===== src/rtl/core/mrra_pkg.sv =====
// Shared types, constants and microcode table of the message region ring allocator.
// Depends on nothing; used by the top level and its port checker.
package mrra_pkg;

    // Buffer and queue geometry
    localparam int BUFFER_BYTES = 2048;
    localparam int MAX_PENDING  = 10;
    localparam int SIZE_W       = 11;
    localparam int LAST_W       = 12;
    localparam int STATUS_W     = 2;
    localparam int EVICT_W      = 4;
    localparam int PTR_W        = $clog2(MAX_PENDING);
    localparam int CNT_W        = $clog2(MAX_PENDING + 1);

    // Request codes
    localparam logic ACT_ALLOC = 1'b0;
    localparam logic ACT_TAKE  = 1'b1;

    // Result status codes
    localparam logic [STATUS_W-1:0] ST_OK      = 2'd0;
    localparam logic [STATUS_W-1:0] ST_EMPTY   = 2'd1;
    localparam logic [STATUS_W-1:0] ST_BADSIZE = 2'd2;
    localparam logic [STATUS_W-1:0] ST_FULL    = 2'd3;

    // Sequencer step addresses
    typedef logic [2:0] t_pc;
    localparam t_pc STEP_WAIT    = 3'd0;
    localparam t_pc STEP_DECODE  = 3'd1;
    localparam t_pc STEP_READ    = 3'd2;
    localparam t_pc STEP_ADVANCE = 3'd3;
    localparam t_pc STEP_EMIT    = 3'd4;

    // Datapath operation of one step
    typedef enum logic [2:0] {
        OP_ACCEPT,
        OP_DECODE,
        OP_LOAD,
        OP_ADVANCE,
        OP_EMIT
    } t_op;

    // Jump condition of one step
    typedef enum logic [1:0] {
        C_IN_XFER,
        C_EARLY,
        C_EVICT,
        C_OUT_BUSY
    } t_cond;

    // One control word: operation, condition, target when true, target when false
    typedef struct packed {
        t_op   op;
        t_cond cond;
        t_pc   nxt_t;
        t_pc   nxt_f;
    } t_ctrl;

    // Microcode table
    function automatic t_ctrl ucode(input t_pc pc);
        t_ctrl w;
        case (pc)
            STEP_WAIT:    w = '{OP_ACCEPT,  C_IN_XFER,  STEP_DECODE, STEP_WAIT};
            STEP_DECODE:  w = '{OP_DECODE,  C_EARLY,    STEP_EMIT,   STEP_READ};
            STEP_READ:    w = '{OP_LOAD,    C_EARLY,    STEP_ADVANCE, STEP_ADVANCE};
            STEP_ADVANCE: w = '{OP_ADVANCE, C_EVICT,    STEP_READ,   STEP_EMIT};
            STEP_EMIT:    w = '{OP_EMIT,    C_OUT_BUSY, STEP_EMIT,   STEP_WAIT};
            default:      w = '{OP_ACCEPT,  C_IN_XFER,  STEP_DECODE, STEP_WAIT};
        endcase
        return w;
    endfunction

endpackage


===== src/rtl/core/message_region_ring_allocator.sv =====
// Top level of the message region ring allocator: microcoded sequencer and datapath.
// Depends on mrra_pkg for geometry, codes and the microcode table.
//
// Places each new message of i_req_size bytes at the running start offset of a
// 2048-byte receive buffer and queues its descriptor in a ring of ten entries;
// a take request pops the oldest descriptor. Pending regions whose bounds
// enclose the new region's last byte are dropped oldest first and counted in
// o_evicted_count. One item is handled at a time. A take on an empty queue or
// a request of zero size or of 2048 bytes or more goes from decode straight to
// emit; any other take or allocation passes through the read and advance
// steps, once more per evicted descriptor (up to ten): the eviction loop reads
// and tests one ring entry in two microcode steps over the single ring read port.
// The next item is taken in the cycle after the result register is loaded,
// even while that result still waits for its output transfer.
`default_nettype none

module message_region_ring_allocator (
    input  wire logic                            i_clk,
    input  wire logic                            i_rst_n,
    input  wire logic                            i_valid,
    output logic                                 o_ready,
    input  wire logic                            i_action,
    input  wire logic [mrra_pkg::SIZE_W-1:0]     i_req_size,
    output logic                                 o_valid,
    input  wire logic                            i_ready,
    output logic [mrra_pkg::STATUS_W-1:0]        o_status,
    output logic [mrra_pkg::SIZE_W-1:0]          o_region_start,
    output logic [mrra_pkg::SIZE_W-1:0]          o_region_size,
    output logic [mrra_pkg::EVICT_W-1:0]         o_evicted_count
);

    // Descriptor ring
    logic [mrra_pkg::SIZE_W-1:0] r_ent_start [mrra_pkg::MAX_PENDING];
    logic [mrra_pkg::LAST_W-1:0] r_ent_last  [mrra_pkg::MAX_PENDING];
    logic [mrra_pkg::SIZE_W-1:0] r_ent_len   [mrra_pkg::MAX_PENDING];

    // Control state
    mrra_pkg::t_pc               r_pc;
    mrra_pkg::t_pc               n_pc;
    logic [mrra_pkg::PTR_W-1:0]  r_head;
    logic [mrra_pkg::CNT_W-1:0]  r_count;
    logic [mrra_pkg::SIZE_W-1:0] r_next_start;
    logic                        r_out_valid;

    // Datapath registers
    logic                          r_action;
    logic [mrra_pkg::SIZE_W-1:0]   r_size;
    logic [mrra_pkg::LAST_W-1:0]   r_last;
    logic [mrra_pkg::SIZE_W-1:0]   r_hs;
    logic [mrra_pkg::LAST_W-1:0]   r_hl;
    logic [mrra_pkg::SIZE_W-1:0]   r_hlen;
    logic [mrra_pkg::STATUS_W-1:0] r_status;
    logic [mrra_pkg::SIZE_W-1:0]   r_rstart;
    logic [mrra_pkg::SIZE_W-1:0]   r_rsize;
    logic [mrra_pkg::EVICT_W-1:0]  r_evict;
    logic [mrra_pkg::STATUS_W-1:0] r_o_status;
    logic [mrra_pkg::SIZE_W-1:0]   r_o_start;
    logic [mrra_pkg::SIZE_W-1:0]   r_o_size;
    logic [mrra_pkg::EVICT_W-1:0]  r_o_evict;

    mrra_pkg::t_ctrl               w_ctrl;
    logic                          w_take;
    logic                          w_empty;
    logic                          w_bad;
    logic                          w_early;
    logic                          w_inside;
    logic                          w_evict;
    logic                          w_full;
    logic                          w_push;
    logic                          w_pop;
    logic                          w_cond;
    logic                          w_in_xfer;
    logic                          w_out_busy;
    logic                          w_emit;
    logic [mrra_pkg::PTR_W:0]      w_tail_sum;
    logic [mrra_pkg::PTR_W-1:0]    w_tail;
    logic [mrra_pkg::PTR_W-1:0]    w_head_inc;
    logic [mrra_pkg::LAST_W:0]     w_last_inc;
    logic [mrra_pkg::SIZE_W-1:0]   w_next_start;
    logic [mrra_pkg::LAST_W-1:0]   w_last;

    // Fetch the control word of the current step
    assign w_ctrl = mrra_pkg::ucode(r_pc);

    // Handshakes
    assign o_ready    = (r_pc == mrra_pkg::STEP_WAIT);
    assign w_in_xfer  = i_valid && o_ready;
    assign w_out_busy = r_out_valid && !i_ready;
    assign w_emit     = (w_ctrl.op == mrra_pkg::OP_EMIT) && !w_out_busy;

    // Decode request and test oldest region
    assign w_take   = (r_action == mrra_pkg::ACT_TAKE);
    assign w_empty  = (r_count == '0);
    assign w_bad    = (r_size == '0)
                   || ({1'b0, r_size} >= mrra_pkg::LAST_W'(mrra_pkg::BUFFER_BYTES));
    assign w_early  = w_take ? w_empty : w_bad;
    assign w_inside = !w_empty
                   && ((r_last > {1'b0, r_hs} && r_last < r_hl)
                    || (r_last < {1'b0, r_hs} && r_last > r_hl));
    assign w_evict  = !w_take && w_inside;
    assign w_full   = (r_count >= mrra_pkg::CNT_W'(mrra_pkg::MAX_PENDING));
    assign w_pop    = (w_ctrl.op == mrra_pkg::OP_ADVANCE) && (w_take || w_inside);
    assign w_push   = (w_ctrl.op == mrra_pkg::OP_ADVANCE) && !w_take && !w_inside
                   && !w_full;

    // Ring pointer arithmetic
    assign w_tail_sum = {1'b0, r_head} + (mrra_pkg::PTR_W + 1)'(r_count);
    assign w_tail     = (w_tail_sum >= (mrra_pkg::PTR_W + 1)'(mrra_pkg::MAX_PENDING))
                      ? mrra_pkg::PTR_W'(w_tail_sum - (mrra_pkg::PTR_W + 1)'(mrra_pkg::MAX_PENDING))
                      : w_tail_sum[mrra_pkg::PTR_W-1:0];
    assign w_head_inc = (r_head == mrra_pkg::PTR_W'(mrra_pkg::MAX_PENDING - 1))
                      ? '0 : r_head + 1'b1;

    // Last byte of the new region and the following start offset
    assign w_last       = mrra_pkg::LAST_W'({1'b0, r_next_start} + {1'b0, r_size} - 1'b1);
    assign w_last_inc   = {1'b0, r_last} + 1'b1;
    assign w_next_start = (w_last_inc < (mrra_pkg::LAST_W + 1)'(mrra_pkg::BUFFER_BYTES))
                        ? w_last_inc[mrra_pkg::SIZE_W-1:0] : '0;

    // Select the jump condition and the next step
    always_comb begin
        case (w_ctrl.cond)
            mrra_pkg::C_IN_XFER:  w_cond = w_in_xfer;
            mrra_pkg::C_EARLY:    w_cond = w_early;
            mrra_pkg::C_EVICT:    w_cond = w_evict;
            mrra_pkg::C_OUT_BUSY: w_cond = w_out_busy;
            default:              w_cond = 1'b0;
        endcase
        n_pc = w_cond ? w_ctrl.nxt_t : w_ctrl.nxt_f;
    end

    // Hold step counter, ring pointers and result valid
    always_ff @(posedge i_clk) begin
        if (!i_rst_n) begin
            r_pc         <= mrra_pkg::STEP_WAIT;
            r_head       <= '0;
            r_count      <= '0;
            r_next_start <= '0;
            r_out_valid  <= 1'b0;
        end else begin
            r_pc <= n_pc;
            if (w_pop) begin
                r_head  <= w_head_inc;
                r_count <= r_count - 1'b1;
            end
            if (w_push) begin
                r_count      <= r_count + 1'b1;
                r_next_start <= w_next_start;
            end
            if (w_emit) begin
                r_out_valid <= 1'b1;
            end else if (i_ready) begin
                r_out_valid <= 1'b0;
            end
        end
    end

    // Write ring entry on push
    always_ff @(posedge i_clk) begin
        if (w_push) begin
            r_ent_start[w_tail] <= r_next_start;
            r_ent_last[w_tail]  <= r_last;
            r_ent_len[w_tail]   <= r_size;
        end
    end

    // Read oldest entry
    always_ff @(posedge i_clk) begin
        if (w_ctrl.op == mrra_pkg::OP_LOAD) begin
            r_hs   <= r_ent_start[r_head];
            r_hl   <= r_ent_last[r_head];
            r_hlen <= r_ent_len[r_head];
        end
    end

    // Datapath operations per step
    always_ff @(posedge i_clk) begin
        case (w_ctrl.op)
            mrra_pkg::OP_ACCEPT: begin
                if (w_in_xfer) begin
                    r_action <= i_action;
                    r_size   <= i_req_size;
                end
            end
            mrra_pkg::OP_DECODE: begin
                r_last   <= w_last;
                r_rstart <= '0;
                r_rsize  <= '0;
                r_evict  <= '0;
                if (w_take) begin
                    r_status <= w_empty ? mrra_pkg::ST_EMPTY : mrra_pkg::ST_OK;
                end else begin
                    r_status <= w_bad ? mrra_pkg::ST_BADSIZE : mrra_pkg::ST_OK;
                end
            end
            mrra_pkg::OP_ADVANCE: begin
                if (w_take) begin
                    r_rstart <= r_hs;
                    r_rsize  <= r_hlen;
                end else if (w_inside) begin
                    r_evict <= r_evict + 1'b1;
                end else if (w_full) begin
                    r_status <= mrra_pkg::ST_FULL;
                end else begin
                    r_rstart <= r_next_start;
                    r_rsize  <= r_size;
                end
            end
            mrra_pkg::OP_EMIT: begin
                if (w_emit) begin
                    r_o_status <= r_status;
                    r_o_start  <= r_rstart;
                    r_o_size   <= r_rsize;
                    r_o_evict  <= r_evict;
                end
            end
            default: begin
            end
        endcase
    end

    // Drive result ports
    assign o_valid         = r_out_valid;
    assign o_status        = r_o_status;
    assign o_region_start  = r_o_start;
    assign o_region_size   = r_o_size;
    assign o_evicted_count = r_o_evict;

endmodule

`default_nettype wire


===== config.mk =====
export PLATFORM = sky130hd
export DESIGN_NAME = message_region_ring_allocator
export DESIGN_NICKNAME = d
export VERILOG_FILES = /design/src/rtl/core/mrra_pkg.sv /design/src/rtl/core/message_region_ring_allocator.sv
export SDC_FILE = /design/constraint.sdc
export NUM_CORES = 1
export LEC_CHECK = 0
export BUFFER_PORTS_ARGS = -buffer_cell sky130_fd_sc_hd__buf_2
export CORE_ASPECT_RATIO = 0.6
export CORE_MARGIN = 2
export CORE_UTILIZATION = 40
export DETAILED_ROUTE_END_ITERATION = 12
export PLACE_DENSITY_LB_ADDON = 0.25
export SYNTH_ARGS = -nofsm -noshare
export SYNTH_HDL_FRONTEND = slang
export SYNTH_SLANG_ARGS = --single-unit

===== constraint.sdc =====
create_clock -name i_clk -period 4.65 [get_ports i_clk]
set_input_delay 0.93 -clock i_clk [delete_from_list [all_inputs] [get_ports i_clk]]
set_output_delay 0.93 -clock i_clk [all_outputs]
set_load 0.01 [all_outputs]

==> results of run 1 <==
-- cell usage in the layout, fill, tap and decap left out, drive strengths merged, types with 23 or more instances in the layout --
cell type	Yosys	layout
o21ai	25	25
clkbuf	34	46
dfxtp	23	23
buf	17	83
inv	85	87
nand2	30	30
nor2	50	50
a211oi	36	36
a21oi	70	70
edfxtp	454	454
ha	53	53
mux4	68	68
nor2b	40	40
mux2i	61	61
-- sequential cells by signal, summed over array words and instances, names as in the netlist --
| signal | flops |
|---|---|
| o_evicted_count | 4 |
| o_region_size | 11 |
| o_region_start | 11 |
| o_status | 2 |
| o_valid | 1 |
| r_action | 1 |
| r_count | 4 |
| r_ent_last | 120 |
| r_ent_len | 110 |
| r_ent_start | 110 |
| r_evict | 4 |
| r_head | 4 |
| r_hl | 12 |
| r_hlen | 11 |
| r_hs | 11 |
| r_last | 12 |
| r_next_start | 11 |
| r_pc | 3 |
| r_rsize | 11 |
| r_rstart | 11 |
| r_size | 11 |
| r_status | 2 |
-- cell families (layout without fill, tap and decap cells) --
group                    count (synthesis)  after routing
buffers and inverters                  136            246
flip-flops                             477            477
XOR/XNOR                                19             19
AND/OR/NAND/NOR                        196            196
AO/OA/AOI/OAI                          168            168
multiplexers                           129            129
adder cells (fa/ha/maj)                 56             56
-- per-stage QoR --
step                      setup TNS, ns  area, um^2
after floorplan                  -41.33       19800
after global placement                0       21100
after CTS                             0       22500
after global routing                  0       22500
final                                 0       22500
after detailed placement              0       21100
-- where the power goes --
group / internal, mW / total, mW / leakage [nW] / switching [mW]
clock network: 1.95 / 3.52 / 0.657 / 1.57
registers: 4.86 / 4.98 / 4.33 / 0.124
logic: 0.238 / 0.648 / 2.48 / 0.410
-- metal layers --
metal	vias up	track usage [%]	routed length, um
li1	4738	-	-
met2	300	25.4	18900
met4	0	3.89	800
met3	54	3.42	2690
met5	-	0	0
met1	5428	29.1	23700
-- path summary, 6_finish.rpt --
check	start	endpoint	slack, ns	cells past startpoint
setup reg to reg	r_count[0]$_SDFFE_PN0P_	r_ent_last[9][3]$_DFFE_PP_	0.89	11
hold / removal	r_rsize[1]$_SDFFCE_PP0P_	o_region_size[1]$_DFFE_PP_	0.41	0
hold reg to reg	r_rsize[1]$_SDFFCE_PP0P_	o_region_size[1]$_DFFE_PP_	0.41	0
setup / recovery	r_count[0]$_SDFFE_PN0P_	r_ent_last[9][3]$_DFFE_PP_	0.89	11
-- area by class of cell --
type,count,share of cell area (%)
multi-input combinational,568,23.4
sequential,477,62.8
inverter,85,1.42
clock buffer,46,4.74
clock inverter,32,1.36
timing repair buffer,83,2.72
tap,650,3.62
==> out/qor.txt, run 1 <==
status: complete, no violations
maxcap violations: 0
Hold WS: 0.406 ns
CTS tree: built
non-filler instance count after layout: 1941
Die X: 291 um
GP Congestion: 0.850
relative slew slack: 31.2%
Final Net Count: 1329
n_diodes: 0
post-detail-place hpwl: 28.0 mm
CTS resizes: 0
Yosys warning total: 0
Synth Area per Inst: 16.8 um^2
area share of the largest cell type after synthesis: 68.9%
worst-path maximum fanout: 19
1st-pass router iterations: 5
Final Max Tran Viols: 0
antenna-violating nets left: 0
Synth Area in Compound Gates: 5.39%
initial antenna violation count: 1
vias in the first global route: 10.5k
number of H-tree levels: 2
Top Family by Delay on Critical Path: adder cells
pin count of the biggest net entering global routing: 106
share of layout cells above drive strength 1: 19.3%
storage element area: 14100 um^2
Synth cell types: 59
DIE AREA: 51300 um^2
worst path cell trace: ha_1 > fa_1 > xor2_1 > inv_1 > ha_1 > a21boi_0 > o21ai_0 > a22o_1 > nand2_1 > nor2_4 > buf_12
Worst Setup Start Kind: flop
Adder-Cell Fraction of Synth Area: 3.65%
Synth area leader: edfxtp_1
pwr/cell area: 407 nW/um^2
count of state elements after synthesis: 477
Hold Crit Class: flop to flop
setup repair bufs after CTS: 0
Critical Path AT: 4.00 ns
Starting Density: 40.3%
Core Util, Final: 45.8%
largest family of logic cells by synthesized area: multiplexers
syn_nets: 1253
PortBufs: 45
Syn Std Cell Area: 19800 um^2
cell mode on critical path: ha_1
Critical-path top delay cell: nor2_4
CP peak stage delay: 0.51 ns
CTS Sinks: 477
DRC viols: 0
Hold Vio Cnt, Final: 0
die height: 176 um
Post-synth EDFFs: 454
Row Count: 63
xor/xnor share of the synthesized area: 0.841%
Root Driver: clkbuf_16
Vias: 10.5k
Place WS: 0.941 ns
Syn-to-layout area delta: 13.5%
final worst setup slack: 0.890 ns
Core Area: 49100 um^2
minimum clock period: 3.76 ns
Num CTS Buffers: 42
Placed Instances: 1863
skew final: 0.0271 ns
Worst EP required: 4.89 ns
global route total overflow: 0
Fmax: 266 MHz
top post-synthesis cells by count: edfxtp_1 (454), inv_1 (85), mux4_2 (68)
# IOs: 46
global-route wire length before repair: 68.8 mm
FILL cells: 4232
worst skew pair latency: 0.57 ns
Post-Synth Simple-Gate Area: 5.40%
All-Layer GR Usage: 18.1%
Crit Path Category: flop to flop
DR WL/cell: 23.7 um
RSZ-0062 raised after global routing: false
CTS hold repair buffers: 0
footprint of the multi-input gates: 5260 um^2
routed wire length: 46.0 mm
ys async rst share: 0%
sequential fraction of the synthesis area: 71.2%
top_reg_cell synth: edfxtp_1
top-count cell post-synth: edfxtp_1
Reg clk slew, reported paths: 0.07 ns
Vias/cell: 5.42
period utilisation layout: 80.9%
Overall Power: 9.15 mW
top post-synthesis cells by area: edfxtp_1 (69%), mux4_2 (7.7%), ha_1 (3.4%)
Mapped Cells: 1181
buffers and inverters on the worst path: 2
final setup vio count: 0
Worst Setup End Kind: flop
multiplexer area fraction after synthesis: 10.8%
Worst Tran Pin Value: 1.03 ns
maximum root-to-sink buffer count: 3
Max IR drop VDD: 0.246 mV
Iteration-0 DRC Markers: 960
leak pwr: 7.47 nW
Note: power is estimated with default switching activity, not from simulation.
==> run 2, diff against run 1 <==
Settings changed: ABC_AREA set to 1.
Clock period 4.65 ns to 3.67 ns, I/O delays scaled along.
==> run 2 against run 1 <==
Flip-flop and latch count unchanged. Final area is 0.51% lower. Sequential share of layout area is 0.30 points higher. Synthesized cell count is 32% higher. Critical endpoint is now r_ent_last[1][5]$_DFFE_PP_. Sequential power is 44% higher. Clock-buffer cell count up 9. Maximum frequency grew 12%. Clock power up 20%.
==> out/qor.txt, run 2 <==
status: complete, no violations
period utilisation layout: 91.5%
Vias/cell: 5.35
Max IR drop VDD: 0.408 mV
Comb pwr share: 18.3%
routed wire length: 48.6 mm
Hold Crit Class: input pin to flop
DR WL/cell: 21.1 um
top-count cell post-synth: edfxtp_1
Worst Setup Start Kind: flop
internal reg-to-reg setup slack: 0.31 ns
count of state elements after synthesis: 477
Fmax: 298 MHz
Die X: 291 um
pwr/cell area: 623 nW/um^2
minimum clock period: 3.36 ns
relative slew slack: 26.4%
Psw: 4.18 mW
HP Start: i_req_size[2]
share of layout cells above drive strength 1: 11.7%
Synth cell types: 38
Yosys warning total: 0
Final Cell Area: 22400 um^2
CTS hold repair buffers: 0
Flop pwr share: 51.5%
Hold EP: r_size[2]$_DFFE_PP_
final setup vio count: 0
Area after DPL: 21100 um^2
Overall Power: 13.9 mW
WHS Path Cells: 1
CTS Sinks: 477
syn_nets: 1628
Worst Tran Pin Value: 1.10 ns
Critical Path AT: 3.60 ns
Hold Vio Cnt, Final: 0
n_diodes: 0
beginning of the critical path: r_count[0]$_SDFFE_PN0P_
Iteration-0 DRC Markers: 1412
RSZ-0062 raised after global routing: false
DIE AREA: 51100 um^2
DRC viols: 0
Mapped Cells: 1556
Final Net Count: 1700
max FFs per register: 120
Num CTS Buffers: 42
top post-synthesis cells by area: edfxtp_1 (69%), o21ai_0 (5.3%), ha_1 (3.4%)
CTS tree: built
Worst EP required: 3.92 ns
post-detail-place hpwl: 31.5 mm
worst skew pair latency: 0.57 ns
final worst setup slack: 0.314 ns
vias in the first global route: 11.8k
global route total overflow: 0
# IOs: 46
Largest Register: r_ent_last
initial antenna violation count: 1
Place WS: 0.356 ns
die height: 176 um
Worst Setup End Kind: flop
PortBufs: 45
switching share of power: 30.0%
All-Layer GR Usage: 19.1%
internal power: 9.76 mW
Final Max Tran Viols: 0
Core Area: 48300 um^2
commonest cells after routing, fill and taps aside: edfxtp_1 (454), o21ai_0 (208), nand2_1 (171)
setup repair bufs after CTS: 0
pin count of the biggest net entering global routing: 94
1st-pass router iterations: 6
sequential fraction of the synthesis area: 71.5%
Syn-to-layout area delta: 13.5%
ys async rst share: 0%
top_reg_cell synth: edfxtp_1
Synth area leader: edfxtp_1
number of H-tree levels: 2
CTS resizes: 0
leak pwr: 8.17 nW
Vias: 12.3k
Crit Path Category: flop to flop
maximum root-to-sink buffer count: 3
Row Count: 62
antenna-violating nets left: 0
Synth Area per Inst: 12.7 um^2
area share of the largest cell type after synthesis: 69.2%
worst-path maximum fanout: 10
global-route wire length before repair: 74.3 mm
Hold WS: 0.352 ns
Post-synth EDFFs: 454
Setup TNS: 0 ns
FF-to-FF Start: r_count[0]$_SDFFE_PN0P_
Starting Density: 40.8%
most common library cell in the layout ignoring fill and taps: edfxtp_1
maxcap violations: 0
Reg clk slew, reported paths: 0.07 ns
Reg2Reg Depth: 12
top post-synthesis cells by count: edfxtp_1 (454), o21ai_0 (208), nand2_1 (171)
Clock Power Share: 30.2%
GP Congestion: 0.826
Root Driver: clkbuf_16
Syn Std Cell Area: 19700 um^2
Regs by FF count: r_ent_last x120, r_ent_len x110, r_ent_start x110
skew final: 0.0302 ns
RR Endpoint: r_ent_last[1][5]$_DFFE_PP_
[run 2: metal layers]
layer / GRT usage (%) / wire (um) / vias to the layer above
li1: - / - / 5744
met1: 31.1 / 24400 / 6073
met2: 26.0 / 19400 / 442
met3: 4.01 / 4060 / 60
met4: 3.56 / 624 / 2
met5: 0 / 8 / -
[run 2: cell type report]
cell class / instances / area, um^2
repair buffers: 99 / 806
clock inverters: 22 / 146
clock buffers: 55 / 1120
multi-input cells: 852 / 4800
flip-flops and latches: 477 / 14100
fillers: 4276 / 25900
inverters: 156 / 587
well taps: 640 / 801
[run 2: power by group through the flow]
stage / Clock [mW] / Combinational (mW) / Sequential (mW)
after floorplan: 0 / 1.57 / 7.16
after global placement: 0 / 2.50 / 7.27
after detailed placement: 0 / 2.55 / 7.28
after CTS: 4.28 / 2.56 / 7.16
after global routing: 4.50 / 2.90 / 7.22
final: 4.21 / 2.55 / 7.17
[run 2: how the worst max path moves through the flow]
stage	end	slack, ns	depth (start not counted)
floorplan	r_ent_last[0][0]$_DFFE_PP_	-0.24	11
global placement	r_ent_len[4][9]$_DFFE_PP_	0.43	12
detailed placement	r_ent_last[1][6]$_DFFE_PP_	0.36	12
CTS	r_ent_last[1][5]$_DFFE_PP_	0.34	12
global route	r_ent_start[9][6]$_DFFE_PP_	0.11	12
finish	r_ent_last[1][5]$_DFFE_PP_	0.31	12
[run 2: logic make-up after synthesis]
logic type      synth area share (%)
buf+inv                         4.57
compound gates                  10.3
xor+xnor                       0.667
simple gates                    9.23
mux                           0.0508
flops                           71.5
fa+ha+maj                       3.67
[run 2: critical path: stages (launching register included)]
cell and delay (ns):
dfxtp_1 0.38, ha_1 0.25, fa_1 0.42, xor2_1 0.22, inv_1 0.09, ha_1 0.20
inv_1 0.08, o21ai_1 0.07, nand2_1 0.13, xor2_1 0.33, nand3_1 0.37, nor2_4 0.23
buf_4 0.25
[run 2: per-stage QoR]
stage | cells | util, %
6_report | 2301 | 46.3
2_1_floorplan | 1556 | -
5_1_grt | 2301 | 46.3
4_1_cts | 2301 | 46.3
3_5_place_dp | 2224 | 43.7
3_3_place_gp | 2224 | 43.7
